### config.mk
export PLATFORM = sky130hd
export DESIGN_NAME = sd_spi_mode_host_sequencer_unit
export DESIGN_NICKNAME = d
export VERILOG_FILES = /design/src/hdl/sdsh_pkg.sv /design/src/hdl/sdsh_front.sv /design/src/hdl/sdsh_back.sv /design/src/hdl/sd_spi_mode_host_sequencer_unit.sv
export SDC_FILE = /design/constraint.sdc
export NUM_CORES = 1
export LEC_CHECK = 0
export ABC_AREA = 1
export BUFFER_PORTS_ARGS = -buffer_cell sky130_fd_sc_hd__buf_2
export CAP_MARGIN = 20
export CORE_MARGIN = 10
export CORE_UTILIZATION = 40
export DETAILED_ROUTE_END_ITERATION = 8
export GPL_TIMING_DRIVEN = 0
export MAX_ROUTING_LAYER = met4
export PLACE_DENSITY = 0.63
export SETUP_SLACK_MARGIN = 0.3
export SKIP_LAST_GASP = 1
export SYNTH_ARGS = -nofsm -noshare
export SYNTH_HDL_FRONTEND = slang
export SYNTH_SLANG_ARGS = --single-unit
### constraint.sdc
create_clock -name clk_i -period 4.83 [get_ports clk_i]
set_input_delay 0.2415 -clock clk_i [delete_from_list [all_inputs] [get_ports clk_i]]
set_output_delay 0.2415 -clock clk_i [all_outputs]
set_load 0.005 [all_outputs]
### src/hdl/sdsh_pkg.sv
// Shared types, codes and constants of the SD card SPI-mode host sequencer.
package sdsh_pkg;

  localparam int ModeW = 3;

  typedef enum logic [2:0] {
    MODE_INIT  = 3'd0,
    MODE_CMD   = 3'd1,
    MODE_READ  = 3'd2,
    MODE_WRITE = 3'd3,
    MODE_XCHG  = 3'd4
  } mode_e;

  typedef enum logic [1:0] {
    JOB_INIT  = 2'd0,
    JOB_CMD   = 2'd1,
    JOB_READ  = 2'd2,
    JOB_WRITE = 2'd3
  } job_e;

  typedef enum logic [4:0] {
    PH_IDLE, PH_CLK, PH_FRAME, PH_R1, PH_I_REL0, PH_I_OCR, PH_I_REL1, PH_I_REL2,
    PH_I_FIN, PH_R_TOKEN, PH_R_DATA, PH_R_TAIL1, PH_R_TAIL2, PH_W_REL, PH_W_TOKEN,
    PH_W_DATA, PH_W_CRC1, PH_W_CRC2, PH_W_RESP, PH_W_BUSY
  } phase_e;

  typedef enum logic [2:0] {
    ST_OK        = 3'd0,
    ST_R1_ERR    = 3'd1,
    ST_TOKEN_TO  = 3'd2,
    ST_WR_REJ    = 3'd3,
    ST_BUSY_TO   = 3'd4,
    ST_INIT_FAIL = 3'd5
  } status_e;

  typedef enum logic [2:0] {
    REG_RESP_TRIES = 3'd0,
    REG_WAIT_LIMIT = 3'd1,
    REG_CLK_BYTES  = 3'd2,
    REG_ATTEMPTS   = 3'd3,
    REG_CMD1_LIMIT = 3'd4
  } reg_e;

  localparam logic [7:0] CmdGoIdle  = 8'h40;
  localparam logic [7:0] CmdIfCond  = 8'h48;
  localparam logic [7:0] CmdOpCond  = 8'h41;
  localparam logic [7:0] CmdRead    = 8'h51;
  localparam logic [7:0] CmdWrite   = 8'h58;
  localparam logic [7:0] ByteIdle   = 8'hFF;
  localparam logic [7:0] DataToken  = 8'hFE;
  localparam logic [31:0] ArgIfCond = 32'h0000_01AA;
  localparam logic [31:0] ArgOpCond = 32'h4000_0000;

  // Request decoded by the front end.
  typedef struct packed {
    logic [2:0]  mode;
    logic [7:0]  cmd_byte;
    logic [31:0] argument;
    logic [7:0]  rx_byte;
    logic [7:0]  wr_data;
  } req_t;

  // Register file seen by the back end.
  typedef struct packed {
    logic [7:0]  response_tries;
    logic [15:0] wait_limit;
    logic [7:0]  init_clock_bytes;
    logic [3:0]  init_attempts;
    logic [15:0] cmd1_poll_limit;
  } cfg_t;

  // One result item.
  typedef struct packed {
    logic [7:0] tx_byte;
    logic       tx_valid;
    logic       cs_low;
    logic [7:0] rd_byte;
    logic       rd_valid;
    logic [7:0] r1_value;
    logic       done_res;
    logic [2:0] status;
  } res_t;

  function automatic logic [7:0] crc_for(input logic [7:0] c, input logic [31:0] a);
    logic [7:0] n;
    n = 8'h01;
    if (c == 8'h40) n = 8'h95;
    if (c == 8'h48) n = 8'h87;
    if (c == 8'h77) n = 8'h65;
    if (c == 8'h41) n = 8'hF9;
    if (c == 8'hE9 && a == 32'h4000_0000) n = 8'h77;
    if (c == 8'hE9 && a == 32'h0) n = 8'hE5;
    return n;
  endfunction

endpackage

### src/hdl/sdsh_front.sv
// Front end: accepts request items, drops ignored ones, feeds a two-entry queue.
module sdsh_front (
  input  logic          clk_i,
  input  logic          rst_ni,
  input  logic          in_valid_i,
  output logic          in_ready_o,
  input  sdsh_pkg::req_t in_req_i,
  input  logic          busy_i,
  output logic          q_valid_o,
  input  logic          q_ready_i,
  output sdsh_pkg::req_t q_req_o
);
  import sdsh_pkg::*;

  req_t       mem_q [2];
  logic       wp_q, rp_q;
  logic [1:0] cnt_q;
  logic       push, pop, keep;

  // Exchange items are only meaningful while a job runs in or ahead of the back end.
  assign keep = (in_req_i.mode < MODE_XCHG) ||
                (in_req_i.mode == MODE_XCHG && (busy_i || cnt_q != 2'd0));
  assign in_ready_o = (cnt_q != 2'd2);
  assign push = in_valid_i && in_ready_o && keep;
  assign q_valid_o = (cnt_q != 2'd0);
  assign pop = q_valid_o && q_ready_i;
  assign q_req_o = mem_q[rp_q];

  always_ff @(posedge clk_i) begin
    if (push) mem_q[wp_q] <= in_req_i;
  end

  always_ff @(posedge clk_i or negedge rst_ni) begin
    if (!rst_ni) begin
      wp_q <= 1'b0; rp_q <= 1'b0; cnt_q <= 2'd0;
    end else begin
      if (push) wp_q <= ~wp_q;
      if (pop) rp_q <= ~rp_q;
      cnt_q <= cnt_q + {1'b0, push} - {1'b0, pop};
    end
  end
endmodule

### src/hdl/sdsh_back.sv
// Back end: job sequencer that turns queued items into result items.
module sdsh_back #(
  parameter int BLOCK_BYTES = 512
) (
  input  logic           clk_i,
  input  logic           rst_ni,
  input  sdsh_pkg::cfg_t cfg_i,
  input  logic           q_valid_i,
  output logic           q_ready_o,
  input  sdsh_pkg::req_t q_req_i,
  output logic           busy_o,
  output logic           out_valid_o,
  input  logic           out_ready_i,
  output sdsh_pkg::res_t out_res_o
);
  import sdsh_pkg::*;

  localparam logic [15:0] Blk = 16'(BLOCK_BYTES);

  phase_e      ph_q, ph_d;
  job_e        job_q, job_d;
  logic [15:0] bc_q, bc_d, pc_q, pc_d;
  logic [7:0]  hc_q, hc_d, lr_q, lr_d;
  logic [31:0] ha_q, ha_d;
  logic [3:0]  at_q, at_d;
  logic        ocr_q, ocr_d;
  logic [2:0]  err_q, err_d;
  logic        ov_q;
  res_t        res_q, r;
  logic        take, drop;
  logic [7:0]  rx, fb;
  logic [7:0]  rt, icb;
  logic [15:0] wl, c1l;
  logic [3:0]  ia;

  assign rt  = (cfg_i.response_tries == 8'd0) ? 8'd1 : cfg_i.response_tries;
  assign wl  = (cfg_i.wait_limit == 16'd0) ? 16'd1 : cfg_i.wait_limit;
  assign icb = (cfg_i.init_clock_bytes == 8'd0) ? 8'd1 : cfg_i.init_clock_bytes;
  assign ia  = (cfg_i.init_attempts == 4'd0) ? 4'd1 : cfg_i.init_attempts;
  assign c1l = (cfg_i.cmd1_poll_limit == 16'd0) ? 16'd1 : cfg_i.cmd1_poll_limit;

  assign q_ready_o   = !ov_q || out_ready_i;
  assign take        = q_valid_i && q_ready_o;
  // An exchange item that reaches an idle sequencer is consumed without a result.
  assign drop        = (q_req_i.mode == MODE_XCHG) && (ph_q == PH_IDLE);
  assign busy_o      = (ph_q != PH_IDLE);
  assign out_valid_o = ov_q;
  assign out_res_o   = res_q;
  assign rx          = q_req_i.rx_byte;

  always_comb begin
    case (pc_q[2:0])
      3'd1:    fb = ha_q[31:24];
      3'd2:    fb = ha_q[23:16];
      3'd3:    fb = ha_q[15:8];
      3'd4:    fb = ha_q[7:0];
      default: fb = crc_for(hc_q, ha_q);
    endcase
  end

  always_comb begin
    logic fail, fin, flg;
    logic [2:0] code;
    logic sc;
    logic [7:0] sc_c;
    logic [31:0] sc_a;
    ph_d = ph_q; job_d = job_q; bc_d = bc_q; pc_d = pc_q; hc_d = hc_q; ha_d = ha_q;
    at_d = at_q; ocr_d = ocr_q; err_d = err_q; lr_d = lr_q;
    r = '0;
    fail = 1'b0; fin = 1'b0; flg = 1'b0; code = ST_OK;
    sc = 1'b0; sc_c = 8'h00; sc_a = 32'h0;
    if (q_req_i.mode != MODE_XCHG) begin
      err_d = ST_OK;
      job_d = job_e'(q_req_i.mode[1:0]);
      case (q_req_i.mode)
        MODE_INIT: begin
          at_d = 4'd0; ph_d = PH_CLK; bc_d = 16'd1; r.tx_byte = ByteIdle; r.tx_valid = 1'b1;
        end
        MODE_CMD:  begin sc = 1'b1; sc_c = q_req_i.cmd_byte; sc_a = q_req_i.argument; end
        MODE_READ: begin sc = 1'b1; sc_c = CmdRead; sc_a = q_req_i.argument; end
        default:   begin sc = 1'b1; sc_c = CmdWrite; sc_a = q_req_i.argument; end
      endcase
    end else begin
      r.tx_byte = ByteIdle; r.tx_valid = 1'b1;
      case (ph_q)
        PH_CLK:
          if (bc_q < {8'd0, icb}) bc_d = bc_q + 16'd1;
          else begin sc = 1'b1; sc_c = CmdGoIdle; end
        PH_FRAME:
          if (pc_q < 16'd6) begin r.tx_byte = fb; pc_d = pc_q + 16'd1; end
          else begin ph_d = PH_R1; pc_d = 16'd1; end
        PH_R1: begin
          lr_d = rx;
          if (!rx[7] || pc_q >= {8'd0, rt}) begin
            case (job_q)
              JOB_INIT:
                if (hc_q == CmdGoIdle) begin
                  if (rx == 8'h01) ph_d = PH_I_REL0; else fail = 1'b1;
                end else if (hc_q == CmdIfCond) begin
                  if (rx == 8'h01) begin ph_d = PH_I_OCR; bc_d = 16'd0; ocr_d = 1'b0; end
                  else fail = 1'b1;
                end else begin
                  if (rx == 8'h00) ph_d = PH_I_FIN;
                  else if (bc_q >= c1l) begin flg = 1'b1; code = ST_INIT_FAIL; fin = 1'b1; end
                  else begin bc_d = bc_q + 16'd1; ph_d = PH_I_REL2; end
                end
              JOB_CMD: begin flg = rx[7]; code = ST_R1_ERR; fin = 1'b1; end
              JOB_READ: begin
                flg = (rx != 8'h00); code = ST_R1_ERR; ph_d = PH_R_TOKEN; pc_d = 16'd1;
              end
              default: begin flg = (rx != 8'h00); code = ST_R1_ERR; ph_d = PH_W_REL; end
            endcase
          end else pc_d = pc_q + 16'd1;
        end
        PH_I_REL0: begin sc = 1'b1; sc_c = CmdIfCond; sc_a = ArgIfCond; end
        PH_I_OCR: begin
          if (bc_q == 16'd2) ocr_d = (rx == 8'h01);
          if (bc_q == 16'd3) ocr_d = ocr_q && (rx == 8'hAA);
          bc_d = bc_q + 16'd1;
          if (bc_q + 16'd1 >= 16'd4) begin
            if (ocr_d) ph_d = PH_I_REL1; else fail = 1'b1;
          end
        end
        PH_I_REL1: begin ph_d = PH_I_REL2; bc_d = 16'd1; end
        PH_I_REL2: begin sc = 1'b1; sc_c = CmdOpCond; sc_a = ArgOpCond; end
        PH_I_FIN:  fin = 1'b1;
        PH_R_TOKEN:
          if (rx == DataToken) begin ph_d = PH_R_DATA; bc_d = 16'd0; end
          else if (pc_q >= wl) begin
            flg = 1'b1; code = ST_TOKEN_TO; ph_d = PH_R_DATA; bc_d = 16'd0;
          end else pc_d = pc_q + 16'd1;
        PH_R_DATA: begin
          r.rd_byte = rx; r.rd_valid = 1'b1; bc_d = bc_q + 16'd1;
          if (bc_d >= Blk) ph_d = PH_R_TAIL1;
        end
        PH_R_TAIL1: ph_d = PH_R_TAIL2;
        PH_R_TAIL2: fin = 1'b1;
        PH_W_REL:   begin ph_d = PH_W_TOKEN; r.tx_byte = DataToken; end
        PH_W_TOKEN: begin ph_d = PH_W_DATA; bc_d = 16'd1; r.tx_byte = q_req_i.wr_data; end
        PH_W_DATA:
          if (bc_q < Blk) begin bc_d = bc_q + 16'd1; r.tx_byte = q_req_i.wr_data; end
          else ph_d = PH_W_CRC1;
        PH_W_CRC1: ph_d = PH_W_CRC2;
        PH_W_CRC2: ph_d = PH_W_RESP;
        PH_W_RESP: begin
          flg = (rx[0] & rx[2]) == 1'b0; code = ST_WR_REJ; ph_d = PH_W_BUSY; pc_d = 16'd1;
        end
        PH_W_BUSY:
          if (rx == ByteIdle) fin = 1'b1;
          else if (pc_q >= wl) begin flg = 1'b1; code = ST_BUSY_TO; fin = 1'b1; end
          else pc_d = pc_q + 16'd1;
        default: fin = 1'b1;
      endcase
    end
    if (fail) begin
      at_d = at_q + 4'd1;
      if (at_d >= ia) begin flg = 1'b1; code = ST_INIT_FAIL; fin = 1'b1; end
      else begin ph_d = PH_CLK; bc_d = 16'd1; end
    end
    if (sc) begin
      hc_d = sc_c; ha_d = sc_a; ph_d = PH_FRAME; pc_d = 16'd1;
      r.tx_byte = sc_c; r.tx_valid = 1'b1;
    end
    if (flg && err_d == ST_OK) err_d = code;
    if (fin) begin ph_d = PH_IDLE; r.done_res = 1'b1; r.tx_byte = 8'h00; r.tx_valid = 1'b0; end
    r.cs_low = (ph_d != PH_CLK);
    r.r1_value = lr_d;
    r.status = err_d;
  end

  always_ff @(posedge clk_i) begin
    if (take && !drop) res_q <= r;
  end

  always_ff @(posedge clk_i or negedge rst_ni) begin
    if (!rst_ni) begin
      ph_q <= PH_IDLE; job_q <= JOB_INIT; bc_q <= '0; pc_q <= '0; hc_q <= '0; ha_q <= '0;
      at_q <= '0; ocr_q <= 1'b0; err_q <= ST_OK; lr_q <= 8'hFF; ov_q <= 1'b0;
    end else begin
      if (take && !drop) begin
        ph_q <= ph_d; job_q <= job_d; bc_q <= bc_d; pc_q <= pc_d; hc_q <= hc_d; ha_q <= ha_d;
        at_q <= at_d; ocr_q <= ocr_d; err_q <= err_d; lr_q <= lr_d;
        ov_q <= 1'b1;
      end else if (out_ready_i) ov_q <= 1'b0;
    end
  end

  a_done_idle: assert property (@(posedge clk_i) disable iff (!rst_ni)
    take && !drop && r.done_res |=> ph_q == PH_IDLE) else $error("done without idle");
  a_hold: assert property (@(posedge clk_i) disable iff (!rst_ni)
    ov_q && !out_ready_i |=> $stable(res_q)) else $error("result changed while stalled");
  a_rd_tx: assert property (@(posedge clk_i) disable iff (!rst_ni)
    ov_q && res_q.done_res |-> !res_q.tx_valid && !res_q.rd_valid) else $error("done with data");
endmodule

### src/hdl/sd_spi_mode_host_sequencer_unit.sv
// Top level of the SD card SPI-mode host sequencer.
// The slave channel s_axis_* carries request and exchange items. mode 0..3
// starts init, one command, a block read or a block write, and the result
// item carries the first byte to send. Each mode 4 item reports the byte
// received on the SPI exchange just finished (and, during the write data
// phase, the next payload byte); its result gives the next byte to send.
// A result with done_res set ends the job. Exchange items while no job is
// running, and modes 5 to 7, are dropped and give no result.
// A front end filters items into a two-entry queue; the back end runs the
// phase sequencer into a result register, one queued item per cycle while
// the master side takes results. An accepted item is written into the
// queue, taken from there by the sequencer, and its result is held in the
// result register until the master side takes it. The SPI byte time sets
// the pace. When the master side stalls, the result register holds and
// the queue fills; the slave side then drops tready after two more items.
// Reset clears the sequencer to idle and loads the register defaults.
// Configuration is written via cfg_we_i/cfg_idx_i/cfg_data_i; the user
// must write it only while idle, which the block itself does not enforce.
module sd_spi_mode_host_sequencer_unit #(
  parameter int BLOCK_BYTES = 512
) (
  input  logic        clk_i,
  input  logic        rst_ni,
  input  logic        cfg_we_i,
  input  logic [2:0]  cfg_idx_i,
  input  logic [15:0] cfg_data_i,
  input  logic        s_axis_tvalid,
  output logic        s_axis_tready,
  // mode[2:0], cmd_byte[10:3], argument[42:11], rx_byte[50:43], wr_data[58:51]
  input  logic [63:0] s_axis_tdata,
  output logic        m_axis_tvalid,
  input  logic        m_axis_tready,
  // tx_byte[7:0], tx_valid[8], cs_low[9], rd_byte[17:10], rd_valid[18],
  // r1_value[26:19], done_res[27], status[30:28]
  output logic [31:0] m_axis_tdata
);
  import sdsh_pkg::*;

  cfg_t cfg_q;
  req_t in_req, q_req;
  res_t res;
  logic q_valid, q_ready, busy;

  always_ff @(posedge clk_i or negedge rst_ni) begin
    if (!rst_ni) begin
      cfg_q <= '{response_tries: 8'd10, wait_limit: 16'hFFFF, init_clock_bytes: 8'd200,
                 init_attempts: 4'd6, cmd1_poll_limit: 16'hFFFF};
    end else if (cfg_we_i) begin
      case (cfg_idx_i)
        REG_RESP_TRIES: cfg_q.response_tries   <= cfg_data_i[7:0];
        REG_WAIT_LIMIT: cfg_q.wait_limit       <= cfg_data_i;
        REG_CLK_BYTES:  cfg_q.init_clock_bytes <= cfg_data_i[7:0];
        REG_ATTEMPTS:   cfg_q.init_attempts    <= cfg_data_i[3:0];
        REG_CMD1_LIMIT: cfg_q.cmd1_poll_limit  <= cfg_data_i;
        default: ;
      endcase
    end
  end

  assign in_req.mode     = s_axis_tdata[2:0];
  assign in_req.cmd_byte = s_axis_tdata[10:3];
  assign in_req.argument = s_axis_tdata[42:11];
  assign in_req.rx_byte  = s_axis_tdata[50:43];
  assign in_req.wr_data  = s_axis_tdata[58:51];

  sdsh_front u_front (
    .clk_i, .rst_ni, .in_valid_i(s_axis_tvalid), .in_ready_o(s_axis_tready),
    .in_req_i(in_req), .busy_i(busy), .q_valid_o(q_valid), .q_ready_i(q_ready),
    .q_req_o(q_req)
  );

  sdsh_back #(.BLOCK_BYTES(BLOCK_BYTES)) u_back (
    .clk_i, .rst_ni, .cfg_i(cfg_q), .q_valid_i(q_valid), .q_ready_o(q_ready),
    .q_req_i(q_req), .busy_o(busy), .out_valid_o(m_axis_tvalid),
    .out_ready_i(m_axis_tready), .out_res_o(res)
  );

  assign m_axis_tdata = {1'b0, res.status, res.done_res, res.r1_value, res.rd_valid,
                         res.rd_byte, res.cs_low, res.tx_valid, res.tx_byte};
endmodule

==> run_results.csv, run 1 <==
group,metric,value,unit
clock_tree,cts-htree-levels,2,
global_routing,grt-ovfl-total,0,
synthesis,synth_area,16390,um^2
clock_tree,cts_made_buffers,34,
die,core-area,40650,um^2
global_routing,antenna_found_initial,0,
timing,tightest_slew,0.9561,ns
cells_and_area,final_net_count,2340,
clock_tree,cts_tree,"built",
die,fp.dieW,222.4,um
clock_tree,cts.clk_slew.worst_paths,0.06,ns
timing,hold_violations,0,
place,numPortBuffers,115,
hold_path,hold_class,"in -> reg",
clock_tree,hold_buffers,69,
power,vdd_ir_drop_max,0.0003711,V
power,p_clk_share,23.2,%
worst_setup_path,max_stage_delay,0.55,ns
detailed_routing,vias,14110,
power,leakage,9.002,nW
power,power.switching,4.979,mW
place,pre_cts_slack,1.309,ns
die,io_pins,122,
timing,period_minus_slack,3.637,ns
timing,maxSlewViolCount,0,
worst_setup_path,arrival,4.00,ns
clock_tree,clock_path_buffers,3,
power,power_frac_comb,42.6,%
power,swShare,42.96,%
die,std_cell_rows,74,
detailed_routing,wl_per_cell,17.73,um
worst_setup_path,required,5.19,ns
cells_and_area,fin_cells,2747,
hold_path,hp-start,"cfg_data_i[7]",
cells_and_area,final_common_cell,"nand2_1",
timing,fin_ws,1.193,ns
worst_setup_path,critPathLaunch,"cfg_q[27]",
power,pwr-share-seq,34.2,%
timing,setup_viol_count_final,0,
clock_tree,cts_setup_buffers,0,
global_routing,grt_pass1_wl,77530,um
die,initial_core_util,40.33,%
synthesis,ys_warn_count,0,
timing,relSlewSlack,36.26,%
worst_setup_path,crit_path_end_kind,"flop",
synthesis,syn_area_per_cell,8.329,um^2
synthesis,syn_nets,2117,
worst_setup_path,r2r-start,"cfg_q[27]",
synthesis,ys_ff_latch,301,
worst_setup_path,path_buf_inv,2,
synthesis,async_flop_share,50.50,%
worst_setup_path,startpoint_type,"flop",
timing,skew,0.05156,ns
worst_setup_path,crit_family,"compound AO/OA/AOI/OAI gates",
timing,post-route-period-util,75.31,%
global_routing,gr-usage-all-layers,19.87,%
cells_and_area,final_cell_mix,"nand2_1, inv_1, nor2_1",
worst_setup_path,worstSetupPathType,"reg -> reg",
place,placedCellCount,2618,
detailed_routing,drc,0,
cells_and_area,final_layout_size_suffix_gt1_share,13.59,%
detailed_routing,totalWireLength,48710,um
worst_setup_path,crit_path_max_fanout,10,
place,dp_hpwl,36260,um
cells_and_area,syn_to_final_growth,19.44,%
clock_tree,clock-sinks,301,
detailed_routing,drt_first_pass_iters,6,
worst_setup_path,crit_chain,"inv_1 -> ha_1 -> a21oi_1 -> o21ai_0 -> nor3_1 -> nand2_1 -> nand2_1 -> nand2_1 -> a21oi_1 -> clkbuf_1 -> o21ai_0 -> a21oi_1",
clock_tree,clock-root-buffer,"clkbuf_16",
synthesis,synth_cell_types,59,
detailed_routing,drt_iter0_drc,1008,
die,fp.dieH,222.4,um
power,power.density,592.1,nW/um^2
synthesis,syn_inst,1968,
die,die_area,49470,um^2
timing,fmax,274.9,MHz
worst_setup_path,cp_slowest_cell,"a21oi_1",
global_routing,grt_pass1_vias,14230,
synthesis,synth_edf_count,149,
timing,rsz0062_at_grt,"false",
detailed_routing,via_per_inst,5.136,
job,maxCapViolCount,0,
clock_tree,clkLatencyLatePin,0.58,ns
place,gp_congestion,0.9729,
status,status,"finished clean",
synthesis,ys.flop_type,"edfxtp_1",
power,p_int,6.612,mW
clock_tree,cts_resized,0,
synthesis,ys_seq_area_share,50.86,%
detailed_routing,detail-route-antenna-nets,0,
global_routing,grt_max_degree,113,
cells_and_area,n_antenna_cell,0,
stage by stage:
step	utilization [%]	hold slack, ns	power [mW]	instance area (um^2)	setup TNS [ns]
final	48.17	0.07422	11.59	19580	0
after global routing	48.17	0.1053	12.42	19580	0
after CTS	48.17	0.05593	11.65	19580	0
after detailed placement	43.61	0.1588	8.882	17730	0
after global placement	43.38	0.4290	8.784	17630	-169.76
after floorplan	-	-0.05409	7.172	16390	0
tightest hold or removal path: stages:
cell     delay [ns]
buf_2          0.10
inv_1          0.16
o21ai_0        0.12
flip-flops by register name (all words and copies together) (netlist names), 2 cells and up:
register / count
u_back.pc_q: 16
u_back.err_q: 3
u_back.hc_q: 8
u_back.ha_q: 32
u_back.lr_q: 8
u_back.out_res_o: 31
u_back.at_q: 4
u_back.bc_q: 16
u_back.job_q: 2
cfg_q: 52
u_front.cnt_q: 2
u_back.ph_q: 5
u_front.mem_q: 118
power groups by stage:
stage	Sequential (mW)	Clock, mW	Combinational, mW
finish	3.96	2.69	4.94
global route	4.03	2.84	5.55
CTS	3.96	2.73	4.95
detailed placement	4.00	0	4.88
global placement	4.02	0	4.77
floorplan	3.86	0	3.32
final timing paths:
check                                  endpoint  slack, ns  cells after the start
max                        u_back.out_res_o[30]       1.19                     12
min                                    cfg_q[7]       0.07                      3
max reg2reg                u_back.out_res_o[30]       1.19                     12
min reg2reg                      u_back.lr_q[0]       0.47                      2
max in group asynchronous       u_back.err_q[2]       3.76                      3
min in group asynchronous             cfg_q[25]       0.17                      2
cell type report:
type | count | area (um^2)
buffer | 63 | 316.6
clock buffer | 39 | 890.9
clock inverter | 21 | 270.3
fill | 3893 | 21070
inverter | 243 | 917.1
multi-input combinational | 1361 | 6837
sequential | 301 | 8337
tap | 532 | 665.6
timing repair buffer | 187 | 1344
logic make-up (layout without fill, tap and decap cells):
family,after synthesis,count (layout),synth area share (%)
other,1,1,0.02288
muxes,7,7,0.4275
adders and majority gates,61,61,4.656
xor gates and xnor gates,16,16,0.8550
buffers and inverters,306,553,7.519
AOI/OAI and AO/OA,292,292,10.06
DFF,301,301,50.86
and+or+nand+nor,984,984,25.60
synth_stat cells (all sizes together) (2+ instances only):
| library cell | instances | area [um^2] |
|---|---|---|
| o22ai | 2 | 12.51 |
| xnor2 | 3 | 26.28 |
| a22oi | 6 | 45.04 |
| clkbuf | 31 | 116.4 |
| nor3 | 33 | 170.2 |
| buf | 32 | 198.9 |
| nor2 | 215 | 884.6 |
| nand4 | 36 | 225.2 |
| edfxtp | 149 | 4474 |
| dfrtp | 105 | 2628 |
| o211ai | 5 | 37.54 |
| o2111ai | 6 | 52.55 |
| or2 | 7 | 46.29 |
| a21oi | 57 | 285.3 |
| o32ai | 10 | 87.58 |
| o31ai | 14 | 105.1 |
| dfstp | 47 | 1235 |
| a41o | 3 | 30.03 |
| nor4 | 20 | 125.1 |
| nand3 | 102 | 538.0 |
| o21ai | 175 | 883.4 |
| ha | 61 | 763.2 |
| inv | 242 | 913.4 |
| xor2 | 13 | 113.9 |
| and3 | 2 | 12.51 |
| nand2 | 566 | 2168 |
| a221oi | 3 | 26.28 |
| nand3b | 2 | 18.77 |
| mux2i | 7 | 70.07 |
| o21a | 2 | 15.01 |
| a31oi | 3 | 18.77 |
metal layers:
| metal | global-route usage, % | vias up | share of wire [%] |
|---|---|---|---|
| li1 | - | 6972 | - |
| met5 | - | - | 0 |
| met4 | 5.536 | 0 | 2.2 |
| met1 | 24.59 | 6729 | 44 |
| met3 | 2.389 | 72 | 4.2 |
| met2 | 33.69 | 335 | 50 |
Power figures use the tool's default switching activity.
==> inputs of run 2 (changes only) <==
--- a/config.mk
+++ b/config.mk
@@ -13,7 +13,7 @@
 export DETAILED_ROUTE_END_ITERATION = 8
 export GPL_TIMING_DRIVEN = 0
 export MAX_ROUTING_LAYER = met4
-export PLACE_DENSITY = 0.63
+export PLACE_DENSITY = 0.65
 export SETUP_SLACK_MARGIN = 0.3
 export SKIP_LAST_GASP = 1
 export SYNTH_ARGS = -nofsm -noshare
==> constraint.sdc (replaced) <==
create_clock -name clk_i -period 3 [get_ports clk_i]
set_input_delay 0.15 -clock clk_i [delete_from_list [all_inputs] [get_ports clk_i]]
set_output_delay 0.15 -clock clk_i [all_outputs]
set_load 0.005 [all_outputs]
==> run 2 against run 1 <==
  * Global-route usage is 0.70 points higher
  * Clock skew is 0.028 ns lower
  * Sequential share of layout area is 2.7 points lower
  * First-iteration DRC count is 9.6% higher
  * Non-clock buffer count is 53 higher
  * Utilization is 3.3 points higher
==> run_results.csv, run 2 (synthesized netlist as in run 1, its figures left out) <==
group,metric,value,unit
timing,fmax,354.9,MHz
status,status,"finished clean",
hold_path,hold_class,"in -> reg",
place,gp_congestion,0.9395,
die,fp.dieW,222.4,um
die,core-area,40650,um^2
timing,rsz0062_at_grt,"true",
clock_tree,clock_path_buffers,3,
detailed_routing,totalWireLength,50990,um
detailed_routing,detail-route-antenna-nets,0,
die,io_pins,122,
detailed_routing,wl_per_cell,18.18,um
detailed_routing,vias,14670,
timing,setup_viol_count_final,0,
worst_setup_path,max_stage_delay,0.57,ns
die,std_cell_rows,74,
worst_setup_path,cp_slowest_cell,"dfstp_2",
worst_setup_path,startpoint_type,"flop",
cells_and_area,reg_top3,"u_front.mem_q x118, cfg_q x52, u_back.ha_q x32",
worst_setup_path,arrival,3.30,ns
cells_and_area,largest-register,"u_front.mem_q",
global_routing,grt_pass1_vias,14550,
global_routing,antenna_found_initial,1,
global_routing,grt_max_degree,113,
power,power.density,975.7,nW/um^2
place,numPortBuffers,115,
worst_setup_path,crit_path_end_kind,"flop",
timing,post-route-period-util,93.94,%
power,vdd_ir_drop_max,0.0005325,V
cells_and_area,fin_cells,2804,
clock_tree,clkLatencyLatePin,0.56,ns
cells_and_area,fillerInstances,3773,
detailed_routing,via_per_inst,5.231,
job,maxCapViolCount,0,
timing,maxSlewViolCount,0,
clock_tree,clock-sinks,301,
worst_setup_path,crit_chain,"nor4_4 -> a41o_1 -> ha_1 -> inv_1 -> nand2_1 -> nand2_1 -> nand2_1 -> nand2_1 -> nand2_1 -> nand2_1 -> nand2_1 -> nand2_2 -> nand2_4 -> nand2_8 -> o21ai_4 -> a21oi_2 -> or2_1 -> buf_6 -> nand2_8 -> buf_8 -> nand2_2 -> nand2_1",
timing,period_minus_slack,2.818,ns
die,fp.dieH,222.4,um
power,leakage,9.557,nW
timing,hold_violations,0,
place,placedCellCount,2620,
cells_and_area,syn_to_final_growth,27.54,%
timing,relSlewSlack,47.31,%
place,pre_cts_slack,-0.5910,ns
worst_setup_path,required,3.48,ns
cells_and_area,largest_register_ffs,118,
detailed_routing,drt_first_pass_iters,6,
global_routing,grt-ovfl-total,0,
worst_setup_path,reg2reg_depth,22,
worst_setup_path,worstSetupPathType,"reg -> reg",
die,initial_core_util,40.33,%
timing,fin_ws,0.1819,ns
die,die_area,49470,um^2
cells_and_area,final_layout_size_suffix_gt1_share,21.71,%
clock_tree,cts_tree,"built",
global_routing,grt_pass1_wl,79770,um
worst_setup_path,crit_top_cell,"nand2_1",
timing,tightest_slew,0.7903,ns
clock_tree,cts_made_buffers,35,
cells_and_area,final_common_cell,"nand2_1",
hold_path,hold_depth,3,
power,finalPower,20.40,mW
clock_tree,cts.clk_slew.worst_paths,0.06,ns
worst_setup_path,crit_path_max_fanout,6,
clock_tree,cts-htree-levels,2,
detailed_routing,drt_iter0_drc,1105,
cells_and_area,final_cell_mix,"nand2_1, inv_1, nor2_1",
global_routing,gr-usage-all-layers,20.57,%
detailed_routing,drc,0,
cells_and_area,finish.utilization,51.43,%
clock_tree,clock-root-buffer,"clkbuf_16",
timing,skew,0.02364,ns
cells_and_area,final_net_count,2394,
place,dp_hpwl,36620,um
-- run 2: cell types whose count changed in the layout (fill, tap and decap cells not counted), moves of 15 or more --
cell | previous run | this run
nand2_1 | 556 | 519
nor2_1 | 199 | 184
clkbuf_1 | 35 | 20
nand2_2 | 8 | 33
o21ai_0 | 145 | 130
buf_4 | 3 | 47
-- run 2: layout make-up --
cell class                 instances  area (um^2)  share of cell area, %
buffer                            63        401.6                  1.921
tap                              532        665.6                  3.184
sequential                       301         8346                  39.92
inverter                         243        935.9                  4.477
clock inverter                    25        270.3                  1.293
timing repair buffer             240         1874                  8.966
multi-input combinational       1361         7512                  35.93
antenna                            1        2.502                0.01197
clock buffer                      38        897.1                  4.291
-- run 2: critical path, delay by kind of cell, from the launching register on --
| family | cells | cell delay (ns) |
|---|---|---|
| AOI/OAI and AO/OA | 3 | 0.46 |
| buffers and inverters | 3 | 0.32 |
| DFF | 1 | 0.57 |
| adders and majority gates | 1 | 0.27 |
| and+or+nand+nor | 15 | 1.14 |
-- run 2: metrics by stage --
step	instance area [um^2]	setup TNS, ns	hold slack (ns)
3_3_place_gp	17660	-166.45	0.3373
6_report	20910	0	0.01379
2_1_floorplan	16420	0	-0.1456
3_5_place_dp	17790	-40.71	0.06612
4_1_cts	20370	0	0.001061
5_1_grt	20910	0	0.005457
-- run 2: metal layers --
metal | GRT usage [%] | vias up | routed length (um)
met3 | 2.494 | 95 | 2263
met5 | - | - | 0
met2 | 34.89 | 423 | 25410
met1 | 24.74 | 7066 | 21590
met4 | 7.585 | 0 | 1719
li1 | - | 7083 | -
-- run 2: worst paths after layout --
check | from | endpoint | slack, ns
worst max register to register | cfg_q[45] | u_back.pc_q[7] | 0.18
min in group asynchronous | rst_ni | u_back.at_q[0] | 0.08
worst min-delay path | cfg_data_i[6] | cfg_q[6] | 0.01
worst min register to register | u_back.lr_q[6] | u_back.lr_q[6] | 0.47
max in group asynchronous | rst_ni | u_back.bc_q[1] | 1.92
worst max-delay path | cfg_q[45] | u_back.pc_q[7] | 0.18
-- run 2: where the power goes --
part | switching (mW) | internal, mW
Sequential | 0.716 | 5.64
Combinational | 6.26 | 3.41
Clock | 1.81 | 2.55
-- run 2: what timing repair did --
item                                    4_1_cts  5_1_grt
hold buffers                                 73        0
cloned                                        1        2
pin swaps                                    19       39
endpoints found under the setup margin      258      218
resized for setup                           111      125
buffers inserted                             33       11
endpoints found under the hold margin       274        0
